===== src/rtl/dtpdm_pkg.sv =====
// Package with widths, codes, stage structs and arithmetic helpers of the thrust mixer.
`default_nettype none

package dtpdm_pkg;

  // Field widths.
  localparam int MODE_W    = 2;
  localparam int HEADING_W = 14;
  localparam int FRONT_W   = 12;
  localparam int CMD_W     = 16;
  localparam int GAIN_W    = 16;
  localparam int THRUST_W  = 7;
  localparam int CFG_IDX_W = 2;

  // Stream packing.
  localparam int IN_DATA_W  = 64;
  localparam int OUT_DATA_W = 16;

  // Internal widths.
  localparam int OPA_W  = 15;
  localparam int OPB_W  = 17;
  localparam int PROD_W = 34;
  localparam int ACC_W  = 40;

  // Limits and thresholds (angles and distances in 1/16 units).
  localparam int LIN_LIM    = 180;
  localparam int ANG_LIM    = 150;
  localparam int THRUST_LIM = 50;
  localparam int DEADBAND   = 16;
  localparam int DOCK_DIST  = 128;
  localparam int GAIN_PROP_RESET = 256;

  // Fraction bits dropped by each control law.
  localparam int HEAD_SHIFT = 12;
  localparam int VEL_SHIFT  = 8;

  typedef enum logic [MODE_W-1:0] {
    MODE_OFF      = 2'd0,
    MODE_OFF_ALT  = 2'd1,
    MODE_HEADING  = 2'd2,
    MODE_VELOCITY = 2'd3
  } mode_t;

  localparam logic [CFG_IDX_W-1:0] CFG_TARGET_HEADING = 2'd0;
  localparam logic [CFG_IDX_W-1:0] CFG_GAIN_PROP      = 2'd1;
  localparam logic [CFG_IDX_W-1:0] CFG_GAIN_DERIV     = 2'd2;

  typedef struct packed {
    logic signed [OPA_W-1:0] opa_r;
    logic signed [OPA_W-1:0] opa_l;
    logic signed [OPB_W-1:0] opb_r;
    logic signed [OPB_W-1:0] opb_l;
    logic signed [OPB_W-1:0] opc;
    logic                    heading_law;
    logic                    docked;
  } op_stage_t;

  typedef struct packed {
    logic signed [PROD_W-1:0] prod_a_r;
    logic signed [PROD_W-1:0] prod_a_l;
    logic signed [PROD_W-1:0] prod_b_r;
    logic signed [PROD_W-1:0] prod_b_l;
    logic signed [PROD_W-1:0] prod_c;
    logic                     heading_law;
    logic                     docked;
  } prod_stage_t;

  typedef struct packed {
    logic signed [ACC_W-1:0]  acc_r;
    logic signed [ACC_W-1:0]  acc_l;
    logic signed [PROD_W-1:0] prod_c;
    logic                     heading_law;
    logic                     docked;
  } acc_stage_t;

  // Divide by 2^12 (heading law) or 2^8 (velocity law), rounding toward zero.
  function automatic logic signed [ACC_W-1:0] trunc_shift(
    input logic signed [ACC_W-1:0] x,
    input logic                    heading_law
  );
    logic signed [ACC_W-1:0] bias;
    logic signed [ACC_W-1:0] xb;
    bias = heading_law ? ACC_W'((1 << HEAD_SHIFT) - 1) : ACC_W'((1 << VEL_SHIFT) - 1);
    xb   = (x < 0) ? (x + bias) : x;
    return heading_law ? (xb >>> HEAD_SHIFT) : (xb >>> VEL_SHIFT);
  endfunction

  // Scale an integer back up by the fraction bits of the selected law.
  function automatic logic signed [ACC_W-1:0] scale_up(
    input logic signed [ACC_W-1:0] x,
    input logic                    heading_law
  );
    return heading_law ? (x <<< HEAD_SHIFT) : (x <<< VEL_SHIFT);
  endfunction

  function automatic logic signed [THRUST_W-1:0] clamp_thrust(
    input logic signed [ACC_W-1:0] x
  );
    logic signed [THRUST_W-1:0] y;
    if (x > ACC_W'(THRUST_LIM)) begin
      y = THRUST_W'(THRUST_LIM);
    end else if (x < ACC_W'(-THRUST_LIM)) begin
      y = THRUST_W'(-THRUST_LIM);
    end else begin
      y = x[THRUST_W-1:0];
    end
    return y;
  endfunction

  function automatic logic signed [CMD_W-1:0] clamp_cmd(
    input logic signed [CMD_W-1:0] x,
    input int                      lim
  );
    logic signed [CMD_W-1:0] y;
    if (x > CMD_W'(lim)) begin
      y = CMD_W'(lim);
    end else if (x < CMD_W'(-lim)) begin
      y = CMD_W'(-lim);
    end else begin
      y = x;
    end
    return y;
  endfunction

endpackage

`default_nettype wire


===== src/rtl/differential_thrust_pd_mixer.sv =====
// Top level of the differential-thrust PD mixer: operand, product, accumulate and output stages.
`default_nettype none

// One control tick per input beat gives one thrust pair per output beat. Mode 2 holds the
// configured target heading with a PD law: errors under one degree give zero thrust, and when
// the front range reads between 0 and 8 units and the signed error is at most one degree the
// boat is docked, thrust is zero and the docked flag is set. Mode 3 clamps the linear and
// angular commands to plus or minus 180 and 150 and mixes them with a PD law against the
// previous tick's commands. Modes 0 and 1 give zero thrust. Both thrusts are clamped to plus or
// minus 50 and the left one is negated. The block is a four-stage pipeline (operand register,
// product register, accumulate register, output register) and takes one beat in every cycle
// while s_axis_tready is high. A stalled output only stops the stages that are full, so
// input beats keep flowing into empty stages behind it. The configuration port is always
// ready and must only be written while the pipeline is empty.
module differential_thrust_pd_mixer (
  input  wire logic                               clk,
  input  wire logic                               rst,
  // Input stream.
  input  wire logic                               s_axis_tvalid,
  output      logic                               s_axis_tready,
  // tdata fields from bit 0 up: heading[13:0], front_distance[25:14], linear_cmd[41:26],
  // angular_cmd[57:42], zero fill [63:58].
  input  wire logic [dtpdm_pkg::IN_DATA_W-1:0]    s_axis_tdata,
  // tuser fields from bit 0 up: mode[1:0].
  input  wire logic [dtpdm_pkg::MODE_W-1:0]       s_axis_tuser,
  // Output stream.
  output      logic                               m_axis_tvalid,
  input  wire logic                               m_axis_tready,
  // tdata fields from bit 0 up: thrust_right[6:0], thrust_left[13:7], zero fill [15:14].
  output      logic [dtpdm_pkg::OUT_DATA_W-1:0]   m_axis_tdata,
  // tuser fields from bit 0 up: docked[0].
  output      logic                               m_axis_tuser,
  // Configuration write channel.
  input  wire logic                               cfg_valid,
  output      logic                               cfg_ready,
  input  wire logic [dtpdm_pkg::CFG_IDX_W-1:0]    cfg_index,
  input  wire logic [dtpdm_pkg::GAIN_W-1:0]       cfg_data
);
  import dtpdm_pkg::*;

  // Configuration registers.
  logic signed [HEADING_W-1:0] target_heading;
  logic        [GAIN_W-1:0]    gain_prop;
  logic        [GAIN_W-1:0]    gain_deriv;

  // Previous-tick state, updated in beat order as each input beat is taken.
  logic signed [HEADING_W-1:0] prev_heading;
  logic signed [CMD_W-1:0]     prev_linear;
  logic signed [CMD_W-1:0]     prev_angular;

  // Pipeline stages.
  logic        v0, v1, v2, vo;
  op_stage_t   s0, s0_next;
  prod_stage_t s1, s1_next;
  acc_stage_t  s2, s2_next;
  logic signed [THRUST_W-1:0] out_right, out_right_next;
  logic signed [THRUST_W-1:0] out_left, out_left_next;
  logic                       out_docked;

  logic free0, free1, free2, free3;
  logic in_beat;

  // A stage may load when it is empty or its content moves on in the same cycle.
  assign free3 = !vo || m_axis_tready;
  assign free2 = !v2 || free3;
  assign free1 = !v1 || free2;
  assign free0 = !v0 || free1;

  assign s_axis_tready = free0;
  assign in_beat       = s_axis_tvalid && s_axis_tready;
  assign cfg_ready     = 1'b1;

  // Configuration writes. Unknown indexes are dropped.
  always_ff @(posedge clk) begin
    if (rst) begin
      target_heading <= '0;
      gain_prop      <= GAIN_W'(GAIN_PROP_RESET);
      gain_deriv     <= '0;
    end else if (cfg_valid && cfg_ready) begin
      unique case (cfg_index)
        CFG_TARGET_HEADING: target_heading <= cfg_data[HEADING_W-1:0];
        CFG_GAIN_PROP:      gain_prop      <= cfg_data;
        CFG_GAIN_DERIV:     gain_deriv     <= cfg_data;
        default: ;
      endcase
    end
  end

  // Operand stage: unpack, clamp, form the error and differences and pick the law.
  logic signed [HEADING_W-1:0] in_heading;
  logic signed [FRONT_W-1:0]   in_front;
  logic signed [CMD_W-1:0]     in_linear;
  logic signed [CMD_W-1:0]     in_angular;
  mode_t                       in_mode;
  logic signed [CMD_W-1:0]     lin_eff;
  logic signed [CMD_W-1:0]     ang_eff;
  logic signed [OPA_W-1:0]     err;
  logic signed [OPA_W-1:0]     d_head;
  logic signed [OPB_W-1:0]     d_lin;
  logic signed [OPB_W-1:0]     d_ang;
  logic                        outside_deadband;
  logic                        dock_hit;

  assign in_heading = s_axis_tdata[13:0];
  assign in_front   = s_axis_tdata[25:14];
  assign in_linear  = s_axis_tdata[41:26];
  assign in_angular = s_axis_tdata[57:42];
  assign in_mode    = mode_t'(s_axis_tuser);

  always_comb begin
    // Commands are clamped only in velocity mode; the state keeps what the law used.
    if (in_mode == MODE_VELOCITY) begin
      lin_eff = clamp_cmd(in_linear, LIN_LIM);
      ang_eff = clamp_cmd(in_angular, ANG_LIM);
    end else begin
      lin_eff = in_linear;
      ang_eff = in_angular;
    end

    err    = OPA_W'(target_heading) - OPA_W'(in_heading);
    d_head = OPA_W'(in_heading) - OPA_W'(prev_heading);
    d_lin  = OPB_W'(lin_eff) - OPB_W'(prev_linear);
    d_ang  = OPB_W'(ang_eff) - OPB_W'(prev_angular);

    outside_deadband = (err >= OPA_W'(DEADBAND)) || (err <= OPA_W'(-DEADBAND));
    dock_hit = (in_front >= 0) && (in_front <= FRONT_W'(DOCK_DIST))
            && (err <= OPA_W'(DEADBAND));

    // Zero operands give zero thrust through the rest of the pipeline.
    s0_next = '0;
    case (in_mode)
      MODE_HEADING: begin
        s0_next.heading_law = 1'b1;
        if (dock_hit) begin
          s0_next.docked = 1'b1;
        end else if (outside_deadband) begin
          s0_next.opa_r = -err;
          s0_next.opa_l = err;
          s0_next.opb_r = OPB_W'(d_head);
          s0_next.opb_l = -OPB_W'(d_head);
        end
      end
      MODE_VELOCITY: begin
        s0_next.opa_r = OPA_W'(lin_eff) + OPA_W'(ang_eff);
        s0_next.opa_l = OPA_W'(lin_eff) - OPA_W'(ang_eff);
        s0_next.opb_r = d_lin;
        s0_next.opb_l = d_lin;
        s0_next.opc   = -d_ang;
      end
      default: ;
    endcase
  end

  always_ff @(posedge clk) begin
    if (rst) begin
      prev_heading <= '0;
      prev_linear  <= '0;
      prev_angular <= '0;
    end else if (in_beat) begin
      prev_heading <= in_heading;
      prev_linear  <= lin_eff;
      prev_angular <= ang_eff;
    end
  end

  // Product stage: five parallel gain multiplications.
  logic signed [GAIN_W:0] kp_s;
  logic signed [GAIN_W:0] kd_s;

  assign kp_s = {1'b0, gain_prop};
  assign kd_s = {1'b0, gain_deriv};

  always_comb begin
    s1_next.prod_a_r    = PROD_W'(s0.opa_r * kp_s);
    s1_next.prod_a_l    = PROD_W'(s0.opa_l * kp_s);
    s1_next.prod_b_r    = PROD_W'(s0.opb_r * kd_s);
    s1_next.prod_b_l    = PROD_W'(s0.opb_l * kd_s);
    s1_next.prod_c      = PROD_W'(s0.opc * kd_s);
    s1_next.heading_law = s0.heading_law;
    s1_next.docked      = s0.docked;
  end

  // Accumulate stage: the first two truncating steps of each thrust.
  logic signed [ACC_W-1:0] first_r;
  logic signed [ACC_W-1:0] first_l;

  always_comb begin
    first_r = trunc_shift(ACC_W'(s1.prod_a_r), s1.heading_law);
    first_l = trunc_shift(ACC_W'(s1.prod_a_l), s1.heading_law);
    s2_next.acc_r = trunc_shift(scale_up(first_r, s1.heading_law) + ACC_W'(s1.prod_b_r),
                                s1.heading_law);
    s2_next.acc_l = trunc_shift(scale_up(first_l, s1.heading_law) + ACC_W'(s1.prod_b_l),
                                s1.heading_law);
    s2_next.prod_c      = s1.prod_c;
    s2_next.heading_law = s1.heading_law;
    s2_next.docked      = s1.docked;
  end

  // Output stage: the velocity law's angular-rate term, then clamp and negate left.
  logic signed [ACC_W-1:0] final_r;
  logic signed [ACC_W-1:0] final_l;

  always_comb begin
    if (s2.heading_law) begin
      final_r = s2.acc_r;
      final_l = s2.acc_l;
    end else begin
      final_r = trunc_shift(scale_up(s2.acc_r, 1'b0) + ACC_W'(s2.prod_c), 1'b0);
      final_l = trunc_shift(scale_up(s2.acc_l, 1'b0) + ACC_W'(s2.prod_c), 1'b0);
    end
    out_right_next = clamp_thrust(final_r);
    out_left_next  = -clamp_thrust(final_l);
  end

  // Valid bits.
  always_ff @(posedge clk) begin
    if (rst) begin
      v0 <= 1'b0;
      v1 <= 1'b0;
      v2 <= 1'b0;
      vo <= 1'b0;
    end else begin
      if (free0) v0 <= s_axis_tvalid;
      if (free1) v1 <= v0;
      if (free2) v2 <= v1;
      if (free3) vo <= v2;
    end
  end

  // Payload registers.
  always_ff @(posedge clk) begin
    if (free0) s0 <= s0_next;
    if (free1) s1 <= s1_next;
    if (free2) s2 <= s2_next;
    if (free3) begin
      out_right  <= out_right_next;
      out_left   <= out_left_next;
      out_docked <= s2.docked;
    end
  end

  assign m_axis_tvalid = vo;
  assign m_axis_tdata  = {2'b00, out_left, out_right};
  assign m_axis_tuser  = out_docked;

  // A docked result always carries zero thrust.
  a_docked_zero: assert property (@(posedge clk) disable iff (rst)
    (vo && out_docked) |-> (out_right == 0 && out_left == 0))
    else $error("docked result with nonzero thrust");

  // Thrusts stay within the clamp.
  a_thrust_range: assert property (@(posedge clk) disable iff (rst)
    vo |-> (out_right <= THRUST_W'(THRUST_LIM) && out_right >= THRUST_W'(-THRUST_LIM)
         && out_left <= THRUST_W'(THRUST_LIM) && out_left >= THRUST_W'(-THRUST_LIM)))
    else $error("thrust outside clamp");

  // A taken input beat always lands in the operand stage.
  a_in_lands: assert property (@(posedge clk) disable iff (rst)
    in_beat |=> v0)
    else $error("input beat lost");

  // The accumulate stage holds its content while the output is blocked.
  a_s2_hold: assert property (@(posedge clk) disable iff (rst)
    (v2 && !free3) |=> (v2 && $stable(s2)))
    else $error("accumulate stage changed under stall");

  // Only the heading law can report docking.
  a_dock_law: assert property (@(posedge clk) disable iff (rst)
    (v2 && s2.docked) |-> s2.heading_law)
    else $error("docked flag outside heading law");

endmodule

`default_nettype wire

===== config.mk =====
export PLATFORM = sky130hd
export DESIGN_NAME = differential_thrust_pd_mixer
export DESIGN_NICKNAME = d
export VERILOG_FILES = /design/src/rtl/dtpdm_pkg.sv /design/src/rtl/differential_thrust_pd_mixer.sv
export SDC_FILE = /design/constraint.sdc
export NUM_CORES = 2
export LEC_CHECK = 0
export ABC_CLOCK_PERIOD_IN_PS = 12340
export BUFFER_PORTS_ARGS = -buffer_cell sky130_fd_sc_hd__buf_4
export CORE_MARGIN = 4
export CORE_UTILIZATION = 55
export CTS_BUF_LIST = sky130_fd_sc_hd__clkbuf_8
export CTS_CLUSTER_DIAMETER = 200
export CTS_CLUSTER_SIZE = 12
export DETAILED_ROUTE_END_ITERATION = 7
export PLACE_DENSITY_LB_ADDON = 0.15
export SLEW_MARGIN = 30
export SYNTH_ARGS = -nofsm -noshare
export SYNTH_HDL_FRONTEND = slang
export SYNTH_SLANG_ARGS = --single-unit

===== constraint.sdc =====
create_clock -name clk -period 12.34 [get_ports clk]
set_input_delay 0.617 -clock clk [delete_from_list [all_inputs] [get_ports clk]]
set_output_delay 0.617 -clock clk [all_outputs]
set_load 0.03 [all_outputs]

==> results_dict.tcl <==
set metrics [dict create \
    cpPeakStageDelay_ns 0.63 \
    synth.top_cell.area_share_pct 30.77 \
    hold_path_class "in2reg" \
    cp_slowest_cell "a311oi_1" \
    critPathLaunch "s1[1]" \
    critPathLaunchType "flop" \
    synth_common_cells "1574 x inv_1, 1209 x fa_1, 1158 x nand2_1, 716 x ha_1, 539 x and2_1" \
    finalPower_w 0.008234 \
    stdcell_area_um2 81830 \
    ys.flop_type "edfxtp_1" \
    vdd_ir_drop_max_uv 92.83 \
    ios 109 \
    clockBufferDepth 3 \
    synth-seq-area-share_pct 16.26 \
    hold_slack_ns 0.1710 \
    dieWidth_um 386.2 \
    cp.arrival_ns 8.62 \
    grt_max_degree 75 \
    rsz0062_at_grt "no" \
    antenna_found_initial 6 \
    tritoncts "done" \
    cp_common_cell "and4_1" \
    setup_viol 0 \
    grt_pass1_vias 60324 \
    routedWlPerCell_um 20.03 \
    synth_seq_cells 458 \
    cts_resized 0 \
    status "finished, final reports clean" \
    p_per_area_nw_per_um2 100.6 \
    critPathCapture "s2[97]" \
    crit_cells 29 \
    leakage_nw 38.64 \
    avgViaCountPerCell 5.677 \
    r2r_cells 29 \
    slew_headroom_pct 32.46 \
    synthCells 8731 \
    setup.worst_path.end_class "flop" \
    nets 10620 \
    synth_area_per_cell_um2 9.010 \
    core-area_um2 141800 \
    cts_buffers 44 \
    post-synth-top-count-cell "inv_1" \
    dp_hpwl_um 167400 \
    worst_pin_slew_ns 1.013 \
    port-buffer-count 99 \
    drive_gt1_share_pct 3.549 \
    critPathTopFamily "compound AO/OA/AOI/OAI gates" \
    ys_warn_count 0 \
    critical_path_buf_inv_count 3 \
    syn-cell-area_um2 78660 \
    crit_type "reg2reg" \
    cts_root_buffer "clkbuf_8" \
    min_period_over_period_pct 65.77 \
    yosysUniqueCellTypes 91 \
    dr.first_iter.drc_count 4525 \
    r2r-start "s1[1]" \
    h-tree-depth 2 \
    drc 0 \
    cts_setup_buffers 0 \
    start_util_pct 55.49 \
    grt_overflow 0 \
    yosys.area.top_type "fa_1" \
    dpl_cell_area_um2 81070 \
    skew_ns 0.04037 \
    cp_max_fo 44 \
    fp.dieArea_um2 149100 \
    min_delay_path_depth 3 \
    min_period_ns 8.116 \
    cap_violations 0 \
    firstDrtPassIters 8 \
    yosys-top-cells-area "fa_1 31%, edfxtp_1 14%, ha_1 11%" \
    fp-row-count 138 \
    die_y_um 386.2 \
    place_congestion 0.9285 \
    ant_nets 0 \
    drt_wl_total_um 210600 \
    crit_required_ns 12.84 \
    timing.rr.end "s2[97]" \
    clkSinkCount 458 \
    path_clk_slew_ns 0.12 \
    vias 59691 \
    fmax_ghz 0.1232 \
    synth-edff-count 362 \
    finalMaxSlewViolations 0 \
    grt_pass1_wl_um 334600 \
    hold_violations 0 \
    clkLatencyLatePin_ns 0.74 \
    hold_buffers 0 \
    fin_tns_setup_ns 0 \
    areaGrowthSynthToFinish_pct 4.032 \
    synthArstFlopShare_pct 0 \
    rrSetupSlack_ns 4.22 \
    grt_usage_pct 28.64 \
]
sequential cells by signal, summed over array words and instances, names as in the netlist, 16 cells and up:
signal / count
s0: 81
gain_prop: 16
s2: 100
prev_angular: 16
s1: 166
prev_linear: 16
gain_deriv: 16
cells in the final DEF (no fill, tap or decap), types with 49 or more instances in the layout:
cell type / Yosys / final
inv_1: 1574 / 1587
fa_1: 1209 / 1209
nand2_1: 1158 / 1155
ha_1: 716 / 716
and2_1: 539 / 539
a21oi_1: 378 / 378
edfxtp_1: 362 / 362
nor2_1: 335 / 335
xnor2_1: 326 / 326
o21ai_0: 224 / 222
buf_4: 3 / 172
xor2_1: 128 / 128
a21o_1: 116 / 116
nand3_1: 111 / 110
nor3_1: 106 / 106
nand2b_1: 88 / 88
dfxtp_1: 96 / 80
o21bai_1: 60 / 60
and3_1: 55 / 55
o21a_1: 52 / 52
nand4_1: 49 / 49
worst register-to-register path, delay by kind of cell, from the launching register on:
kind            cells  cell delay [ns]
xor+xnor            2             0.22
flops               1             0.33
fa+ha+maj           2             0.65
compound gates      9             2.70
simple gates       12             2.69
buf+inv             3             1.01
mux                 1             0.28
cell families (layout without fill, tap and decap cells):
group                      count (synthesis)  in the layout  synth area share (%)
muxes                                     51             51                0.6585
and+or+nand+nor                         2705           2705                 16.78
buffers and inverters                   1921           1812                 9.182
adders and majority gates               1925           1925                 42.16
xor gates and xnor gates                 454            454                 5.055
AOI/OAI and AO/OA                       1215           1215                 9.900
DFF                                      458            458                 16.26
other                                      2              4              0.009547
report_power, final:
part           internal (W)  leakage, nW  switching (W)
Sequential          0.00207         5.00       0.000520
Clock              0.000351        0.420       0.000590
Combinational       0.00184         33.2        0.00287
area by class of cell:
cell class              instances  area [um2]
repair buffers                173        1311
diodes                          1       2.502
clock inverters                19       118.9
flip-flops and latches        458       12810
fillers                     12600       59920
well taps                    1890        2365
multi-input cells            6353       58700
inverters                    1576        5917
clock buffers                  44       605.6
metal layers:
metal | track usage [%] | vias to the layer above | part of all wire [%]
met5 | 0 | - | 0.013
met4 | 9.594 | 4 | 3.8
met3 | 4.840 | 335 | 7.7
met2 | 44.46 | 2041 | 44
met1 | 40.96 | 29642 | 44
li1 | - | 27669 | -
how the worst min path moves through the flow:
stage,slack (ns),start,endpoint
2_1_floorplan,0.40,s2[0],m_axis_tuser
3_3_place_gp,0.40,s1[7],s2[7]
3_5_place_dp,0.41,s1[18],s2[18]
4_1_cts,0.12,s_axis_tdata[8],prev_heading[8]
5_1_grt,0.14,cfg_data[2],target_heading[2]
6_report,0.17,cfg_data[2],target_heading[2]
per-stage QoR:
step	util, %	setup WS, ns	std cells
after detailed placement	57.19	4.270	10449
after global placement	57.18	4.408	10449
after floorplan	-	5.654	8732
after CTS	57.70	4.269	10512
after global routing	57.73	3.617	10514
final	57.73	4.224	10514
Note: power is estimated with default switching activity, not from simulation.
